--- src/sv/msla_pkg.sv ---
package msla_pkg;

    localparam int MAX_LINE_LENGTH_DEF   = 49;
    localparam int LINE_NUMBER_WIDTH_DEF = 16;

    typedef enum logic [1:0] {
        PH_START = 2'd0,
        PH_TOKEN = 2'd1,
        PH_BODY  = 2'd2,
        PH_SKIP  = 2'd3
    } phase_t;

    localparam logic [2:0] ERR_NONE   = 3'd0;
    localparam logic [2:0] ERR_OP     = 3'd1;
    localparam logic [2:0] ERR_FORMAT = 3'd2;
    localparam logic [2:0] ERR_REG    = 3'd3;
    localparam logic [2:0] ERR_ADDR   = 3'd4;

    localparam logic [1:0] SH_R = 2'd0;
    localparam logic [1:0] SH_B = 2'd1;
    localparam logic [1:0] SH_M = 2'd2;
    localparam logic [1:0] SH_J = 2'd3;

    localparam logic [2:0] ROLE_RD   = 3'd0;
    localparam logic [2:0] ROLE_RS   = 3'd1;
    localparam logic [2:0] ROLE_RT   = 3'd2;
    localparam logic [2:0] ROLE_IMM  = 3'd3;
    localparam logic [2:0] ROLE_ADDR = 3'd4;

    // template tokens: '#' signed number, 'U' unsigned number, 0 end
    localparam logic [7:0] TC_NUM  = 8'h23;
    localparam logic [7:0] TC_UNUM = 8'h55;
    localparam logic [7:0] TC_END  = 8'h00;

    localparam logic [7:0] CH_LF = 8'h0A;

    localparam logic [32:0] NUM_SAT = 33'h1_0000_0000;

    typedef struct packed {
        logic [31:0] instr_word;
        logic [2:0]  error_code;
        logic        file_has_error;
    } line_result_t;

    function automatic logic [7:0] shape_char(input logic [1:0] sh, input logic [3:0] pos);
        logic [7:0] c;
        c = TC_END;
        unique case (sh)
            SH_R: unique case (pos)
                4'd0, 4'd4, 4'd8: c = 8'h20;
                4'd1, 4'd5, 4'd9: c = 8'h24;
                4'd2, 4'd6, 4'd10: c = TC_NUM;
                4'd3, 4'd7: c = 8'h2C;
                default: c = TC_END;
            endcase
            SH_B: unique case (pos)
                4'd0, 4'd4, 4'd8: c = 8'h20;
                4'd1, 4'd5: c = 8'h24;
                4'd2, 4'd6, 4'd9: c = TC_NUM;
                4'd3, 4'd7: c = 8'h2C;
                default: c = TC_END;
            endcase
            SH_M: unique case (pos)
                4'd0, 4'd4: c = 8'h20;
                4'd1, 4'd7: c = 8'h24;
                4'd2, 4'd5, 4'd8: c = TC_NUM;
                4'd3: c = 8'h2C;
                4'd6: c = 8'h28;
                4'd9: c = 8'h29;
                default: c = TC_END;
            endcase
            SH_J: unique case (pos)
                4'd0: c = 8'h20;
                4'd1: c = TC_UNUM;
                default: c = TC_END;
            endcase
        endcase
        return c;
    endfunction

    function automatic logic [1:0] kind_shape(input logic [3:0] k);
        unique case (k)
            4'd5: return SH_B;
            4'd6, 4'd7: return SH_M;
            4'd8: return SH_J;
            default: return SH_R;
        endcase
    endfunction

    function automatic logic [2:0] kind_role(input logic [3:0] k, input logic [1:0] slot);
        logic [1:0] s;
        s = (slot == 2'd3) ? 2'd2 : slot;
        unique case (k)
            4'd5: unique case (s)
                2'd0: return ROLE_RS;
                2'd1: return ROLE_RT;
                default: return ROLE_IMM;
            endcase
            4'd6, 4'd7: unique case (s)
                2'd0: return ROLE_RT;
                2'd1: return ROLE_IMM;
                default: return ROLE_RS;
            endcase
            4'd8: return ROLE_ADDR;
            default: unique case (s)
                2'd0: return ROLE_RD;
                2'd1: return ROLE_RS;
                default: return ROLE_RT;
            endcase
        endcase
    endfunction

    function automatic logic [5:0] kind_code(input logic [3:0] k);
        unique case (k)
            4'd0: return 6'b100000;
            4'd1: return 6'b100010;
            4'd2: return 6'b100100;
            4'd3: return 6'b100101;
            4'd4: return 6'b101010;
            4'd5: return 6'b000100;
            4'd6: return 6'b100011;
            4'd7: return 6'b101011;
            4'd8: return 6'b000010;
            default: return 6'b100000;
        endcase
    endfunction

    // returns kind in [3:0], bit 4 set when no mnemonic matches
    function automatic logic [4:0] match_kind(input logic [23:0] ch, input logic [2:0] len);
        priority if (len == 3'd3 && ch == 24'h616464) return 5'd0;
        else if (len == 3'd3 && ch == 24'h737562) return 5'd1;
        else if (len == 3'd3 && ch == 24'h616E64) return 5'd2;
        else if (len == 3'd2 && ch == 24'h006F72) return 5'd3;
        else if (len == 3'd3 && ch == 24'h736C74) return 5'd4;
        else if (len == 3'd3 && ch == 24'h626571) return 5'd5;
        else if (len == 3'd2 && ch == 24'h006C77) return 5'd6;
        else if (len == 3'd2 && ch == 24'h007377) return 5'd7;
        else if (len == 3'd1 && ch == 24'h00006A) return 5'd8;
        else return 5'h10;
    endfunction

endpackage

--- src/sv/msla_parser.sv ---
module msla_parser #(
    parameter int MAX_LINE_LENGTH   = msla_pkg::MAX_LINE_LENGTH_DEF,
    parameter int LINE_NUMBER_WIDTH = msla_pkg::LINE_NUMBER_WIDTH_DEF
) (
    input  logic                         clk,
    input  logic                         rst_n,
    input  logic                         step,
    input  logic [7:0]                   text_byte,
    input  logic                         stream_end,
    output logic                         line_done,
    output msla_pkg::line_result_t       result,
    output logic [LINE_NUMBER_WIDTH-1:0] line_num
);

    localparam int LW = $clog2(MAX_LINE_LENGTH + 1);

    msla_pkg::phase_t phase_reg, phase_next;
    logic [3:0]  kind_reg, kind_next;
    logic [23:0] chars_reg, chars_next;
    logic [32:0] acc_reg, acc_next;
    logic        neg_reg, neg_next;
    logic [4:0]  rd_reg, rd_next, rs_reg, rs_next, rt_reg, rt_next;
    logic [25:0] imm_reg, imm_next;
    logic [2:0]  err_reg, err_next;
    logic [LW-1:0] len_reg, len_next;
    logic [LINE_NUMBER_WIDTH-1:0] cnt_reg, cnt_next;
    logic        seen_reg, seen_next;
    logic [2:0]  tlen_reg, tlen_next;
    logic        lead_reg, lead_next, over_reg, over_next;
    logic [3:0]  pos_reg, pos_next;
    logic [1:0]  nstep_reg, nstep_next, slot_reg, slot_next;

    always_comb
    begin
        logic        is_lf, is_ws, is_eol, digit, fin, uns, body_go, ovf;
        logic [7:0]  tc;
        logic [4:0]  mk;
        logic [2:0]  role;
        logic [32:0] lim, prod;
        logic [3:0]  d;
        logic [15:0] nv;
        logic [31:0] word;

        phase_next = phase_reg; kind_next = kind_reg; chars_next = chars_reg;
        acc_next = acc_reg; neg_next = neg_reg; rd_next = rd_reg; rs_next = rs_reg;
        rt_next = rt_reg; imm_next = imm_reg; err_next = err_reg; len_next = len_reg;
        cnt_next = cnt_reg; seen_next = seen_reg; tlen_next = tlen_reg;
        lead_next = lead_reg; over_next = over_reg; pos_next = pos_reg;
        nstep_next = nstep_reg; slot_next = slot_reg;
        line_done = 1'b0; word = '0; result = '0;
        body_go = 1'b0; tc = '0; mk = '0; role = '0; lim = '0; prod = '0; ovf = 1'b0;
        fin = 1'b0; uns = 1'b0; nv = '0;

        is_lf  = (text_byte == msla_pkg::CH_LF);
        is_eol = is_lf;
        is_ws  = (text_byte == 8'h20) || (text_byte == 8'h09) || (text_byte == 8'h0B)
              || (text_byte == 8'h0C) || (text_byte == 8'h0D);
        digit  = (text_byte >= 8'h30) && (text_byte <= 8'h39);
        d      = digit ? text_byte[3:0] : 4'd0;

        if (step)
        begin
            if (!is_lf)
            begin
                if (len_reg >= LW'(MAX_LINE_LENGTH)) over_next = 1'b1;
                else len_next = len_reg + LW'(1);
                unique case (phase_reg)
                    msla_pkg::PH_START:
                        if (is_ws) lead_next = 1'b1;
                        else
                        begin
                            phase_next = msla_pkg::PH_TOKEN;
                            chars_next = {chars_reg[15:0], text_byte};
                            if (tlen_reg < 3'd4) tlen_next = tlen_reg + 3'd1;
                        end
                    msla_pkg::PH_TOKEN:
                        if (is_ws) body_go = 1'b1;
                        else
                        begin
                            chars_next = {chars_reg[15:0], text_byte};
                            if (tlen_reg < 3'd4) tlen_next = tlen_reg + 3'd1;
                        end
                    msla_pkg::PH_BODY: body_go = 1'b1;
                    msla_pkg::PH_SKIP: ;
                endcase
            end
            else if (phase_reg == msla_pkg::PH_START) err_next = msla_pkg::ERR_OP;
            else if (phase_reg != msla_pkg::PH_SKIP) body_go = 1'b1;

            // close the mnemonic when the token ends
            if (body_go && phase_reg == msla_pkg::PH_TOKEN)
            begin
                mk = msla_pkg::match_kind(chars_reg, tlen_reg);
                if (mk[4])
                begin
                    err_next = msla_pkg::ERR_OP; phase_next = msla_pkg::PH_SKIP;
                    body_go = 1'b0;
                end
                else
                begin
                    kind_next = mk[3:0];
                    if (lead_reg)
                    begin
                        err_next = msla_pkg::ERR_FORMAT; phase_next = msla_pkg::PH_SKIP;
                        body_go = 1'b0;
                    end
                    else
                    begin
                        phase_next = msla_pkg::PH_BODY; pos_next = 4'd0;
                    end
                end
            end

            if (body_go)
            begin
                tc  = msla_pkg::shape_char(msla_pkg::kind_shape(kind_next), pos_next);
                uns = (tc == msla_pkg::TC_UNUM);
                if (tc == msla_pkg::TC_NUM || uns)
                begin
                    unique case (nstep_reg)
                        2'd0:
                            if (text_byte == 8'h2D && !uns && !is_eol)
                            begin neg_next = 1'b1; nstep_next = 2'd1; end
                            else if (text_byte == 8'h30 && !is_eol)
                            begin acc_next = '0; nstep_next = 2'd3; end
                            else if (digit && !is_eol)
                            begin acc_next = 33'(d); nstep_next = 2'd2; end
                            else
                            begin err_next = msla_pkg::ERR_FORMAT; phase_next = msla_pkg::PH_SKIP; end
                        2'd1:
                            if (digit && text_byte != 8'h30 && !is_eol)
                            begin acc_next = 33'(d); nstep_next = 2'd2; end
                            else
                            begin err_next = msla_pkg::ERR_FORMAT; phase_next = msla_pkg::PH_SKIP; end
                        default:
                            if (nstep_reg == 2'd2 && digit && !is_eol)
                            begin
                                prod = (acc_reg << 3) + (acc_reg << 1) + 33'(d);
                                acc_next = (acc_reg >= 33'd429496730 || prod > 33'hFFFF_FFFF)
                                         ? msla_pkg::NUM_SAT : prod;
                            end
                            else fin = 1'b1;
                    endcase
                end
                else if (tc == msla_pkg::TC_END)
                begin
                    if (!is_eol)
                    begin err_next = msla_pkg::ERR_FORMAT; phase_next = msla_pkg::PH_SKIP; end
                end
                else if (!is_eol && text_byte == tc) pos_next = pos_reg + 4'd1;
                else
                begin err_next = msla_pkg::ERR_FORMAT; phase_next = msla_pkg::PH_SKIP; end

                if (fin)
                begin
                    lim  = uns ? 33'hFFFF_FFFF : (33'h7FFF_FFFF + 33'(neg_reg));
                    role = msla_pkg::kind_role(kind_reg, slot_reg);
                    ovf  = acc_reg > lim;
                    if (ovf)
                    begin err_next = msla_pkg::ERR_FORMAT; phase_next = msla_pkg::PH_SKIP; end
                    else
                    begin
                        unique case (role)
                            msla_pkg::ROLE_IMM:
                            begin
                                nv = neg_reg ? 16'(-acc_reg[15:0]) : acc_reg[15:0];
                                imm_next = 26'(nv);
                            end
                            msla_pkg::ROLE_ADDR:
                            begin
                                if (acc_reg > 33'h3FF_FFFF && err_reg == msla_pkg::ERR_NONE)
                                    err_next = msla_pkg::ERR_ADDR;
                                imm_next = acc_reg[25:0];
                            end
                            default:
                            begin
                                if ((neg_reg || acc_reg > 33'd31) && err_reg == msla_pkg::ERR_NONE)
                                    err_next = msla_pkg::ERR_REG;
                                if (role == msla_pkg::ROLE_RD) rd_next = acc_reg[4:0];
                                else if (role == msla_pkg::ROLE_RS) rs_next = acc_reg[4:0];
                                else rt_next = acc_reg[4:0];
                            end
                        endcase
                        if (slot_reg != 2'd3) slot_next = slot_reg + 2'd1;
                        nstep_next = '0; acc_next = '0; neg_next = 1'b0;
                        // next template char is a literal or the end
                        tc = msla_pkg::shape_char(msla_pkg::kind_shape(kind_reg),
                                                  pos_reg + 4'd1);
                        if (tc == msla_pkg::TC_END)
                        begin
                            if (!is_eol)
                            begin
                                err_next = msla_pkg::ERR_FORMAT;
                                phase_next = msla_pkg::PH_SKIP;
                            end
                            pos_next = pos_reg + 4'd1;
                        end
                        else if (!is_eol && text_byte == tc) pos_next = pos_reg + 4'd2;
                        else
                        begin
                            err_next = msla_pkg::ERR_FORMAT; phase_next = msla_pkg::PH_SKIP;
                            pos_next = pos_reg + 4'd1;
                        end
                    end
                end
            end

            // a stream end on a plain byte closes the line right after that byte
            if (stream_end && !is_lf)
            begin
                unique case (phase_next)
                    msla_pkg::PH_START: err_next = msla_pkg::ERR_OP;
                    msla_pkg::PH_TOKEN:
                    begin
                        mk = msla_pkg::match_kind(chars_next, tlen_next);
                        err_next = mk[4] ? msla_pkg::ERR_OP : msla_pkg::ERR_FORMAT;
                        phase_next = msla_pkg::PH_SKIP;
                    end
                    msla_pkg::PH_BODY:
                    begin
                        tc  = msla_pkg::shape_char(msla_pkg::kind_shape(kind_next), pos_next);
                        uns = (tc == msla_pkg::TC_UNUM);
                        if (tc == msla_pkg::TC_NUM || uns)
                        begin
                            lim  = uns ? 33'hFFFF_FFFF : (33'h7FFF_FFFF + 33'(neg_next));
                            role = msla_pkg::kind_role(kind_next, slot_next);
                            if (nstep_next < 2'd2 || acc_next > lim)
                                err_next = msla_pkg::ERR_FORMAT;
                            else
                            begin
                                unique case (role)
                                    msla_pkg::ROLE_IMM:
                                    begin
                                        nv = neg_next ? 16'(-acc_next[15:0]) : acc_next[15:0];
                                        imm_next = 26'(nv);
                                    end
                                    msla_pkg::ROLE_ADDR:
                                    begin
                                        if (acc_next > 33'h3FF_FFFF
                                            && err_next == msla_pkg::ERR_NONE)
                                            err_next = msla_pkg::ERR_ADDR;
                                        imm_next = acc_next[25:0];
                                    end
                                    default:
                                    begin
                                        if ((neg_next || acc_next > 33'd31)
                                            && err_next == msla_pkg::ERR_NONE)
                                            err_next = msla_pkg::ERR_REG;
                                        if (role == msla_pkg::ROLE_RD) rd_next = acc_next[4:0];
                                        else if (role == msla_pkg::ROLE_RS)
                                            rs_next = acc_next[4:0];
                                        else rt_next = acc_next[4:0];
                                    end
                                endcase
                                tc = msla_pkg::shape_char(msla_pkg::kind_shape(kind_next),
                                                          pos_next + 4'd1);
                                if (tc != msla_pkg::TC_END) err_next = msla_pkg::ERR_FORMAT;
                            end
                        end
                        else if (tc != msla_pkg::TC_END) err_next = msla_pkg::ERR_FORMAT;
                    end
                    msla_pkg::PH_SKIP: ;
                endcase
            end

            if (is_lf || stream_end)
            begin
                line_done = 1'b1;
                if (over_next && err_next != msla_pkg::ERR_OP) err_next = msla_pkg::ERR_FORMAT;
                if (err_next == msla_pkg::ERR_NONE)
                begin
                    if (kind_next < 4'd5)
                        word = {6'd0, rs_next, rt_next, rd_next, 5'd0,
                                msla_pkg::kind_code(kind_next)};
                    else if (kind_next < 4'd8)
                        word = {msla_pkg::kind_code(kind_next), rs_next, rt_next,
                                imm_next[15:0]};
                    else
                        word = {msla_pkg::kind_code(kind_next), imm_next};
                end
                result.instr_word     = word;
                result.error_code     = err_next;
                result.file_has_error = seen_reg || (err_next != msla_pkg::ERR_NONE);
                seen_next = stream_end ? 1'b0 : result.file_has_error;
                cnt_next  = stream_end ? LINE_NUMBER_WIDTH'(1) : cnt_reg + LINE_NUMBER_WIDTH'(1);
                phase_next = msla_pkg::PH_START; kind_next = '0; chars_next = '0;
                acc_next = '0; neg_next = 1'b0; rd_next = '0; rs_next = '0; rt_next = '0;
                imm_next = '0; err_next = msla_pkg::ERR_NONE; len_next = '0; tlen_next = '0;
                lead_next = 1'b0; over_next = 1'b0; pos_next = '0; nstep_next = '0;
                slot_next = '0;
            end
        end
    end

    assign line_num = cnt_reg;

    always_ff @(posedge clk or negedge rst_n)
    begin
        if (!rst_n)
        begin
            phase_reg <= msla_pkg::PH_START; kind_reg <= '0; chars_reg <= '0; acc_reg <= '0;
            neg_reg <= 1'b0; rd_reg <= '0; rs_reg <= '0; rt_reg <= '0; imm_reg <= '0;
            err_reg <= msla_pkg::ERR_NONE; len_reg <= '0; cnt_reg <= LINE_NUMBER_WIDTH'(1);
            seen_reg <= 1'b0; tlen_reg <= '0; lead_reg <= 1'b0; over_reg <= 1'b0;
            pos_reg <= '0; nstep_reg <= '0; slot_reg <= '0;
        end
        else
        begin
            phase_reg <= phase_next; kind_reg <= kind_next; chars_reg <= chars_next;
            acc_reg <= acc_next; neg_reg <= neg_next; rd_reg <= rd_next; rs_reg <= rs_next;
            rt_reg <= rt_next; imm_reg <= imm_next; err_reg <= err_next; len_reg <= len_next;
            cnt_reg <= cnt_next; seen_reg <= seen_next; tlen_reg <= tlen_next;
            lead_reg <= lead_next; over_reg <= over_next; pos_reg <= pos_next;
            nstep_reg <= nstep_next; slot_reg <= slot_next;
        end
    end

    a_len_bound: assert property (@(posedge clk) disable iff (!rst_n)
        len_reg <= LW'(MAX_LINE_LENGTH)) else $error("line length past limit");
    a_done_clears: assert property (@(posedge clk) disable iff (!rst_n)
        line_done |=> phase_reg == msla_pkg::PH_START && err_reg == msla_pkg::ERR_NONE)
        else $error("line state not cleared");
    a_err_zero_word: assert property (@(posedge clk) disable iff (!rst_n)
        line_done && result.error_code != msla_pkg::ERR_NONE |-> result.instr_word == '0)
        else $error("word not zero on error");
    a_end_restart: assert property (@(posedge clk) disable iff (!rst_n)
        step && stream_end |=> cnt_reg == LINE_NUMBER_WIDTH'(1) && !seen_reg)
        else $error("stream end did not restart");

endmodule

--- src/sv/mips_subset_line_assembler.sv ---
// Byte-serial assembler for add, sub, and, or, slt, beq, lw, sw and j.
// Input channel s_axis: one text character a beat, tdata = text_byte,
// tuser = stream_end (closes the line and, after its result, restarts
// line numbering and clears the file error flag). Byte 10 ends a line.
// Output channel m_axis: one beat per line end. tdata holds instr_word,
// error_code, line_number; tuser holds file_has_error.
// Throughput: one byte per cycle while s_axis_tready is high. The parser
// forms a line's result combinationally from the byte that closes it and
// the output buffer registers it; it heads m_axis once older results go.
// A two-entry output skid buffer lets input flow continue while a result
// waits; s_axis_tready drops only when both entries hold results.
// Reset (rst_n low, asynchronous) returns to line 1 with no file error
// and empties the output buffer. A stalled receiver only holds back input
// once the buffer is full; nothing is lost or repeated.
module mips_subset_line_assembler #(
    parameter int MAX_LINE_LENGTH   = msla_pkg::MAX_LINE_LENGTH_DEF,
    parameter int LINE_NUMBER_WIDTH = msla_pkg::LINE_NUMBER_WIDTH_DEF
) (
    input  logic        clk,
    input  logic        rst_n,
    input  logic        s_axis_tvalid,
    output logic        s_axis_tready,
    input  logic [7:0]  s_axis_tdata,   // text_byte
    input  logic        s_axis_tuser,   // stream_end
    output logic        m_axis_tvalid,
    input  logic        m_axis_tready,
    output logic [55:0] m_axis_tdata,   // instr_word[31:0], error_code[34:32],
                                        // line_number[50:35], zero fill
    output logic        m_axis_tuser    // file_has_error
);

    localparam int OW = 32 + 3 + 16 + 1;

    logic step, line_done;
    msla_pkg::line_result_t res;
    logic [LINE_NUMBER_WIDTH-1:0] lnum;
    logic [OW-1:0] pack;
    logic [OW-1:0] buf_reg [2];
    logic [1:0] cnt_reg, cnt_next;
    logic push, pop;

    assign s_axis_tready = (cnt_reg != 2'd2);
    assign step = s_axis_tvalid && s_axis_tready;

    msla_parser #(
        .MAX_LINE_LENGTH(MAX_LINE_LENGTH),
        .LINE_NUMBER_WIDTH(LINE_NUMBER_WIDTH)
    ) u_parser (
        .clk(clk), .rst_n(rst_n), .step(step), .text_byte(s_axis_tdata),
        .stream_end(s_axis_tuser), .line_done(line_done), .result(res), .line_num(lnum)
    );

    assign pack = {res.file_has_error, 16'(lnum), res.error_code, res.instr_word};
    assign push = line_done;
    assign pop  = m_axis_tvalid && m_axis_tready;
    assign cnt_next = cnt_reg + 2'(push) - 2'(pop);

    always_ff @(posedge clk or negedge rst_n)
    begin
        if (!rst_n) cnt_reg <= '0;
        else cnt_reg <= cnt_next;
    end

    // entry 0 is the head; shift on pop
    always_ff @(posedge clk)
    begin
        if (pop)
        begin
            buf_reg[0] <= (cnt_reg == 2'd2) ? buf_reg[1] : pack;
            if (push && cnt_reg == 2'd2) buf_reg[1] <= pack;
        end
        else if (push)
        begin
            if (cnt_reg == 2'd0) buf_reg[0] <= pack;
            else buf_reg[1] <= pack;
        end
    end

    assign m_axis_tvalid = (cnt_reg != 2'd0);
    assign m_axis_tdata  = {5'd0, buf_reg[0][OW-2:0]};
    assign m_axis_tuser  = buf_reg[0][OW-1];

    a_no_overflow: assert property (@(posedge clk) disable iff (!rst_n)
        cnt_reg != 2'd3) else $error("buffer count invalid");
    a_full_blocks: assert property (@(posedge clk) disable iff (!rst_n)
        cnt_reg == 2'd2 |-> !step) else $error("accepted while full");
    a_hold: assert property (@(posedge clk) disable iff (!rst_n)
        m_axis_tvalid && !m_axis_tready |=> m_axis_tvalid) else $error("result dropped");

endmodule
--- config.mk ---
export PLATFORM = sky130hd
export DESIGN_NAME = mips_subset_line_assembler
export DESIGN_NICKNAME = d
export VERILOG_FILES = /design/src/sv/msla_pkg.sv /design/src/sv/msla_parser.sv /design/src/sv/mips_subset_line_assembler.sv
export SDC_FILE = /design/constraint.sdc
export NUM_CORES = 1
export LEC_CHECK = 0
export BUFFER_PORTS_ARGS = -buffer_cell sky130_fd_sc_hd__buf_2
export CAP_MARGIN = 20
export CORE_UTILIZATION = 45
export CTS_BUF_LIST = sky130_fd_sc_hd__clkbuf_2
export DETAILED_ROUTE_END_ITERATION = 7
export PLACE_DENSITY_LB_ADDON = 0.2
export RECOVER_POWER = 100
export SETUP_SLACK_MARGIN = 0.05
export SYNTH_ARGS = -nofsm -noshare
export SYNTH_HDL_FRONTEND = slang
export SYNTH_SLANG_ARGS = --single-unit
--- constraint.sdc ---
create_clock -name clk -period 23.6 [get_ports clk]
set_input_delay 1.18 -clock clk [delete_from_list [all_inputs] [get_ports clk]]
set_output_delay 1.18 -clock clk [all_outputs]
set_load 0.1 [all_outputs]
# == Word level (Yosys, flattened, before mapping) ==
# Memories as Yosys holds them, arrays and structs flattened.
# Cells that the tools add are included.
# W data, S select, Z words.
# word_totals
register_bits,146
ramBits,104
romBits,1200
in_bits,13
output_inout_bits,59
wordCells,563
n_memories,16
# classes
add_sub_neg,15
magnitude_cmp,15
n_eq_ne,86
n_mux,319
bitwise,2
n_reduce_logical,90
# mem_list
name,depth,word_bits,rd,rd_clocked_by_memory_dff,write_ports,line_no,rtl
buf_reg,2,52,2,0,1,mips_subset_line_assembler.sv:38,logic [OW-1:0] buf_reg [2];
(name not given),16,5,1,0,0,msla_pkg.sv:49,SH_R: unique case (pos)
(name not given),16,5,1,0,0,msla_pkg.sv:56,SH_B: unique case (pos)
(name not given),16,5,1,0,0,msla_pkg.sv:63,SH_M: unique case (pos)
(name not given),16,5,1,0,0,msla_pkg.sv:49,
(name not given),16,5,1,0,0,msla_pkg.sv:56,
+10 memories,-,-,-,-,-,-,
# op_table
operator,count
$mux W33,14
$mux W5,63
$eq A24 B23 Y1 const B,10
$mux W26,8
$mux W52,4
$eq A24 B15 Y1 const B,6
$mux W3,48
$pmux W8 S4,4
$mux W24,5
$mux W2,56
$mux W8,14
$pmux W26 S2,2
$mux W32,3
$mux W4,19
$mux W36,2
$gt A33 B26 Y1 const B,2
$gt A33 B33 Y1,2
$gt A33 B5 Y1 const B,2
$pmux W33 S2,1
$add A31 B1 Y32 const A,2
$pmux W7 S2,4
$reduce_or A52 Y1,1
$mux W1,49
$eq A24 B7 Y1 const B,2
57 further kinds,204

# == Depth between registers and ports, before layout ==
# Gate-level depths: netlist of run 1.
# logic_depth
word_depth,91
mapped_depth,61
depth_no_buf,57

# == Modules after synthesis ==
# From an unflattened synthesis of run 1, not the netlist that was laid out.
# hier_totals
cells_unflattened,2498
hier_area_um2,21937.3
# modules_own_cells
module,n_inst,cells_each,area_per_inst_um2,seq_area_each_um2
msla_parser,1,2263,17409.2,3604.7
mips_subset_line_assembler,1,235,4528.1,3173.0

# == Least setup slack after synthesis of run 1 ==
# OpenSTA, ideal clock, no wires.
# synth_timing
kind,input to register
from,input port s_axis_tdata[1]
to,memory buf_reg[0][25] (netlist bit) (data pin)
setup_time_ns,0.145
arrival_ns,12.499
t_required_ns,23.455
setup_slack_ns,10.955
cell_stages,55
n_path_buf,6
path_cell_list,or4b_1 -> a21oi_1 -> o31a_2 -> buf_2 -> nand2b_1 -> mux2_2 -> inv_1 -> ha_1 -> clkbuf_1 -> nand2_1 -> or4_1 -> o221a_1 -> o22ai_2 -> nand2_1 -> nand2_1 -> inv_1 -> ha_1 -> or4_1 -> (+19 left out) -> a21o_1 -> a21oi_1 -> nor2b_1 -> o21ai_0 -> nand2_1 -> a31oi_1 -> o31ai_1 -> o31a_1 -> or4_1 -> a21oi_1 -> a221o_1 -> o211a_1 -> nor2b_1 -> o221ai_1 -> or4b_1 -> buf_4 -> buf_6 -> o21ai_1
# synth_via
elab_chain_cells,58
word_cells_on_any_way,345
cone_classes,add/sub: 3; order compare: 10; eq/ne: 51; mux: 216; bitwise: 1; reduce/logical: 55; memory: 9
# synth_lines
element,line_no,rtl
start: declaration,mips_subset_line_assembler.sv:23,"input logic [7:0] s_axis_tdata,"
branches (longest 57 deep; another with $eq A8 B6 Y1),-,
$mux W52 (no line) (*),-,
end: declaration,mips_subset_line_assembler.sv:38,
# Every way passes the cells marked *. The select of a mux whose other input is x is not followed.

# == Worst setup path in the final report of run 1 ==
# layout_timing
from,register u_parser.chars_reg[2]
to,memory buf_reg[0][15] (netlist bit) (data pin)
# layout_via
elab_chain_cells,62
word_cells_on_any_way,298
cone_classes,add/sub: 3; order compare: 6; eq/ne: 46; mux: 189; reduce/logical: 45; memory: 9
# layout_lines
element,line_no,rtl
start: declaration,msla_parser.sv:19,"logic [23:0] chars_reg, chars_next;"
start signal: assignment,msla_parser.sv:309,phase_reg <= phase_next; kind_reg <= kind_next; chars_reg <= chars_next;
branches (longest 56 deep; another with $eq A24 B7 Y1),-,
$mux W32 (*),msla_parser.sv:270,if (err_next == msla_pkg::ERR_NONE)
$mux W36 (*),msla_parser.sv:266,if (is_lf || stream_end)
$mux W36 (*),msla_parser.sv:61,if (step)
$mux W52,mips_subset_line_assembler.sv:69,buf_reg[0] <= (cnt_reg == 2'd2) ? buf_reg[1] : pack;
$mux W52 (no line),-,
$mux W52 (no line) (*),-,
# Marks and branches as above.

==> flow_summary.ini, run 1 <==
[clock_tree]
clkSinkCount = 248
htree_levels = 3
clk_latency_ns = 1.01
cts_root_buffer = clkbuf_2
holdBufCountCts = 0
clk_pin_slew_ns = 0.11
cts-buffers-inserted = 66
tritoncts = built
cts_buffer_depth = 3
postCtsSetupBuffers = 0
post_cts_resized = 0

[logic_synthesis]
async_reset_ff_share_pct = 58.9
yosys-top-cells-area = dfrtp_1 (17%), edfxtp_1 (14%), ha_1 (9.5%)
yosysSeqAreaShare_pct = 31.4
yosysTopAreaCellShare_pct = 17.0
synth_edf_count = 102
postSynthAreaPerCell_um2 = 8.37
syn_area_mm2 = 0.0214
synth.distinct_cells = 113
synth_warnings = 0
synth-main-ff-cell = dfrtp_1
synth_seq_cells = 248
syn-instance-count = 2555
yosys.area.top_type = dfrtp_1

[detailed_routing]
final_antenna_net_count = 0
drtIter0Drc = 2515
drc = 12
dr.pass1.iters = 8
routed-via-count = 21062
via_per_inst = 6.58
wl_per_cell_um = 24.7
routed_wl_um = 79000

[floorplanning]
die_y_um = 220
die_x_um = 220
start_util_pct = 45.8
top_level_ports = 72
die_area_mm2 = 0.0484
core_area_mm2 = 0.0468
rows = 79

[power]
cellPowerDensity_mw_per_mm2 = 77.5
ir_drop_mv = 0.0699
power.leakage_nw = 9.93

[sta]
fin_hold_ws_ns = 0.489
setup_tns_ns = 0
tightest_slew_ns = 5.01
maxSlewViolCount = 603
period_share_pct = 77.3
period_minus_slack_ns = 18.23
skew_ns = 0.108
fmax_mhz = 54.8
rsz0062_at_grt = no
hold_viol = 0
setup_viol = 0
slew_headroom_pct = -234

[min_path]
hp-class = flop to flop

[finish]
layout_common_cells = nand2_1 (315), o21ai_0 (199), nor2_1 (183)
regArea_mm2 = 0.00672
multi_input_comb_area_mm2 = 0.0133
num-nets-final = 2718
drive_gt1_share_pct = 8.26
fillerInstances = 4637
largest_register_ffs = 102
layout_commonest_cell = nand2_1
syn2layout_area_growth_pct = 4.09

[placed_design]
io_buffers = 65
gp_congestion = 1.01
dp_hpwl_um = 57000

[grt]
grt_pass1_vias = 19838
grt-ovfl-total = 0
grt_pass1_wl_um = 120000
antenna_found_initial = 3
grt_use_total_pct = 32.4
grt_max_degree = 84

[setup_path]
startpoint_type = flop
slowest_stage = clkbuf_1
crit_arrival_ns = 18.84
worstPathRequired_ns = 24.21
crit_type = flop to flop
path_common_cell = nand2_1
max_stage_delay_ns = 1.68
crit_path_end_kind = flop
crit_fanout = 62

[status]
violations = DRC, capacitance limit, slew limit
status = complete, but fails checks

[flow_run]
maxCapViolations = 11
-- critical path, delay by kind of cell (launching register included) --
family	cells	cell delay, ns
AND/OR/NAND/NOR	21	6.73
multiplexers	1	0.51
AO/OA/AOI/OAI	23	5.70
flip-flops	1	0.63
buffers and inverters	4	3.09
adder cells (fa/ha/maj)	3	1.17
-- area by class of cell --
class | instances | share of cell area [%]
tap | 607 | 3.41
inverter | 80 | 1.35
multi-input combinational | 2031 | 59.9
timing repair buffer | 114 | 2.54
antenna | 3 | 0.0337
clock buffer | 98 | 2.20
clock inverter | 19 | 0.416
sequential | 248 | 30.2
-- synth_stat cells (all sizes together), types with 27 or more instances --
cell type,instances
xnor2,28
nand4,53
a21oi,156
o21ai,212
a31oi,34
nor3,71
nor2,184
nor4,27
xor2,28
nand3,79
edfxtp,102
mux2i,48
nand2,316
nand2b,32
a22o,83
inv,79
and3,31
dfrtp,145
buf,81
a21o,48
clkbuf,120
ha,162
-- power breakdown --
part / switching (mW) / total [mW] / internal, mW
registers: 0.0736 / 0.612 / 0.538
clock network: 0.199 / 0.311 / 0.112
logic: 0.638 / 0.804 / 0.166
total: 0.910 / 1.73 / 0.817
-- final timing paths --
path | cells after the start | endpoint | from | slack (ns)
setup reg to reg | 52 | buf_reg[0][15] | u_parser.chars_reg[2] | 5.37
hold reg to reg | 2 | buf_reg[0][4] | buf_reg[0][56] | 0.49
min in group asynchronous | 1 | u_parser.chars_reg[7] | rst_n | 2.03
max in group asynchronous | 2 | u_parser.rd_reg[2] | rst_n | 16.30
hold / removal | 2 | buf_reg[0][4] | buf_reg[0][56] | 0.49
setup / recovery | 52 | buf_reg[0][15] | u_parser.chars_reg[2] | 5.37
-- metal layers --
metal	part of all wire [%]	global-route usage [%]
met1	42	42.9
met2	45	51.5
met3	9.0	6.75
met4	4.0	13.0
met5	0.018	0
-- logic make-up (layout without fill, tap and decap cells) --
logic type | count (synthesis) | count (layout) | share of synthesized area, %
xor+xnor | 56 | 56 | 2.29
compound gates | 785 | 785 | 24.6
fa+ha+maj | 165 | 165 | 9.71
flops | 248 | 248 | 31.4
buf+inv | 281 | 311 | 6.26
other cells | 1 | 9 | 0.0175
mux | 64 | 64 | 3.11
simple gates | 955 | 955 | 22.6
-- through the flow --
| step | total power [mW] | cells | setup slack, ns | utilization, % | instance area [µm²] |
|---|---|---|---|---|---|
| finish | 1.73 | 3200 | 5.37 | 47.6 | 22300 |
| global route | 1.82 | 3200 | 3.89 | 47.6 | 22300 |
| CTS | 1.74 | 3197 | 7.97 | 48.0 | 22500 |
| detailed placement | 1.42 | 3080 | 7.83 | 46.8 | 21900 |
| global placement | 1.41 | 3080 | 8.56 | 46.8 | 21900 |
| floorplan | 1.26 | 2560 | 10.96 | - | 21400 |
Note: power is estimated with default switching activity, not from simulation.
==> run 2: changes to the inputs <==
==> constraint.sdc (replaced) <==
create_clock -name clk -period 18.08 [get_ports clk]
set_input_delay 0.904 -clock clk [delete_from_list [all_inputs] [get_ports clk]]
set_output_delay 0.904 -clock clk [all_outputs]
set_load 0.1 [all_outputs]
==> run 2 against run 1 <==
  * Register-to-register slack lost 3.6 ns
  * Critical path type unchanged
  * The flow still finishes with violations (DRC, capacitance limit, slew limit)
  * Via count is essentially flat
  * Final cell count grew 0.41%
  * Sequential power grew 30%
  * Die area is the same
  * Global-route usage is essentially flat
  * Critical path depth grew 2
  * Flip-flop and latch count is the same
  * Final area grew 0.70%
==> flow_summary.ini, run 2 (same netlist as run 1, synthesis figures left out) <==
[power]
power.leakage_nw = 10.0
p_seq_share_pct = 34.8
ir_drop_mv = 0.0902
pwr-share-clk_pct = 19.5
combPwrFrac_pct = 45.7
p_int_mw = 1.11
switching_share_pct = 51.6
cellPowerDensity_mw_per_mm2 = 102
power.switching_mw = 1.18

[grt]
grt_pass1_vias = 19655
antenna_found_initial = 2
grt_pass1_wl_um = 120000
grt_max_degree = 84
grt-ovfl-total = 0
grt_use_total_pct = 32.4

[finish]
postLayoutCellArea_mm2 = 0.0224
layout_common_cells = nand2_1 (314), o21ai_0 (199), nor2_1 (183)
multi_input_comb_area_mm2 = 0.0133
regArea_mm2 = 0.00672
syn2layout_area_growth_pct = 4.82
fillerInstances = 4610
largest_register_ffs = 102
drive_gt1_share_pct = 8.76
num-nets-final = 2729
layout_commonest_cell = nand2_1

[clock_tree]
htree_levels = 3
clk_latency_ns = 0.97
post_cts_resized = 0
clk_pin_slew_ns = 0.11
postCtsSetupBuffers = 0
cts_root_buffer = clkbuf_2
clkSinkCount = 248
cts_buffer_depth = 3
tritoncts = built
cts-buffers-inserted = 68

[sta]
tightest_slew_ns = 4.40
period_minus_slack_ns = 16.28
rsz0062_at_grt = no
setup_tns_ns = 0
skew_ns = 0.0779
hold_viol = 0
fmax_mhz = 61.4
setup_viol = 0
maxSlewViolCount = 531
slew_headroom_pct = -194
period_share_pct = 90.0

[setup_path]
startpoint_type = flop
worst_setup_path_startpoint = u_parser.chars_reg[2]
crit_type = flop to flop
max_stage_delay_ns = 0.77
slowest_stage = o22ai_1
worstPathRequired_ns = 18.75
crit_fanout = 34
path_common_cell = nand2_1
r2r_start = u_parser.chars_reg[2]
crit_arrival_ns = 16.95
crit_path_end_kind = flop

[detailed_routing]
drtIter0Drc = 2395
final_antenna_net_count = 0
drc = 5
via_per_inst = 6.55
dr.pass1.iters = 8
routed-via-count = 21056
routed_wl_um = 78700
wl_per_cell_um = 24.5

[min_path]
min-delay-start = s_axis_tdata[7]
hp-class = input pin to flop

[floorplanning]
top_level_ports = 72
start_util_pct = 45.8
rows = 79
die_area_mm2 = 0.0484
die_y_um = 220
core_area_mm2 = 0.0468
die_x_um = 220

[placed_design]
gp_congestion = 0.993
dp_hpwl_um = 56700
io_buffers = 65
place_area_mm2 = 0.0219

[flow_run]
maxCapViolations = 11

[status]
violations = DRC, capacitance limit, slew limit
status = complete, but fails checks
run 2: changes by cell type in the layout (fill, tap and decap cells not counted), sizes merged:
cell and change:
dlygate4sd3 +1, clkinv -3, bufinv +2, clkbuf +12
clkinvlp -3, inv -1, diode -1, buf +6
run 2: worst max-delay path, delay by kind of cell (launching register included):
family	cells	cell delay, ns
AND/OR/NAND/NOR	20	5.53
buffers and inverters	5	1.66
adder cells (fa/ha/maj)	3	1.19
multiplexers	1	0.45
AO/OA/AOI/OAI	25	6.60
flip-flops	1	0.52
run 2: power by group through the flow:
stage	combinational (mW)	clock (mW)	sequential (mW)
after floorplan	0.880	0	0.764
after global placement	1.05	0	0.799
after detailed placement	1.05	0	0.802
after CTS	1.05	0.458	0.790
after global routing	1.11	0.488	0.811
final	1.04	0.445	0.797
run 2: per-stage QoR:
stage	power (mW)	hold WS, ns	std cells	utilization [%]	setup slack (ns)
floorplan	1.64	0.440	2560	-	5.71
global placement	1.85	0.459	3087	46.9	3.65
detailed placement	1.85	0.464	3087	46.9	3.14
CTS	2.30	0.180	3210	48.3	3.20
global route	2.41	0.190	3213	48.0	0.938
finish	2.29	0.264	3213	48.0	1.80
run 2: what timing repair did:
item,4_1_cts,5_1_grt
endpoints found under the setup margin,0,0
hold buffers,1,0
hold endpoints to repair,38,0
run 2: cell type report:
| class | count | share of cell area (%) |
|---|---|---|
| diodes | 2 | 0.0223 |
| clock buffers | 108 | 2.41 |
| clock inverters | 14 | 0.558 |
| inverters | 80 | 1.34 |
| multi-input cells | 2031 | 59.5 |
| flip-flops and latches | 248 | 30.0 |
| well taps | 607 | 3.39 |
| repair buffers | 123 | 2.82 |
run 2: final timing paths:
| kind | to | slack, ns | cells past startpoint |
|---|---|---|---|
| max | buf_reg[0][5] | 1.80 | 54 |
| max in group asynchronous | u_parser.acc_reg[4] | 10.57 | 4 |
| max reg2reg | buf_reg[0][5] | 1.80 | 54 |
| min reg2reg | buf_reg[0][90] | 0.48 | 0 |
| min in group asynchronous | u_parser.phase_reg[0] | 1.18 | 2 |
| min | u_parser.chars_reg[7] | 0.26 | 2 |
run 2: layer usage:
| metal | global-route usage [%] | vias up | wire (µm) |
|---|---|---|---|
| met5 | 0 | - | 0 |
| met4 | 11.8 | 0 | 2650 |
| met3 | 5.29 | 186 | 6720 |
| met2 | 50.8 | 1137 | 35500 |
| met1 | 44.9 | 10191 | 33900 |
| li1 | - | 9542 | - |
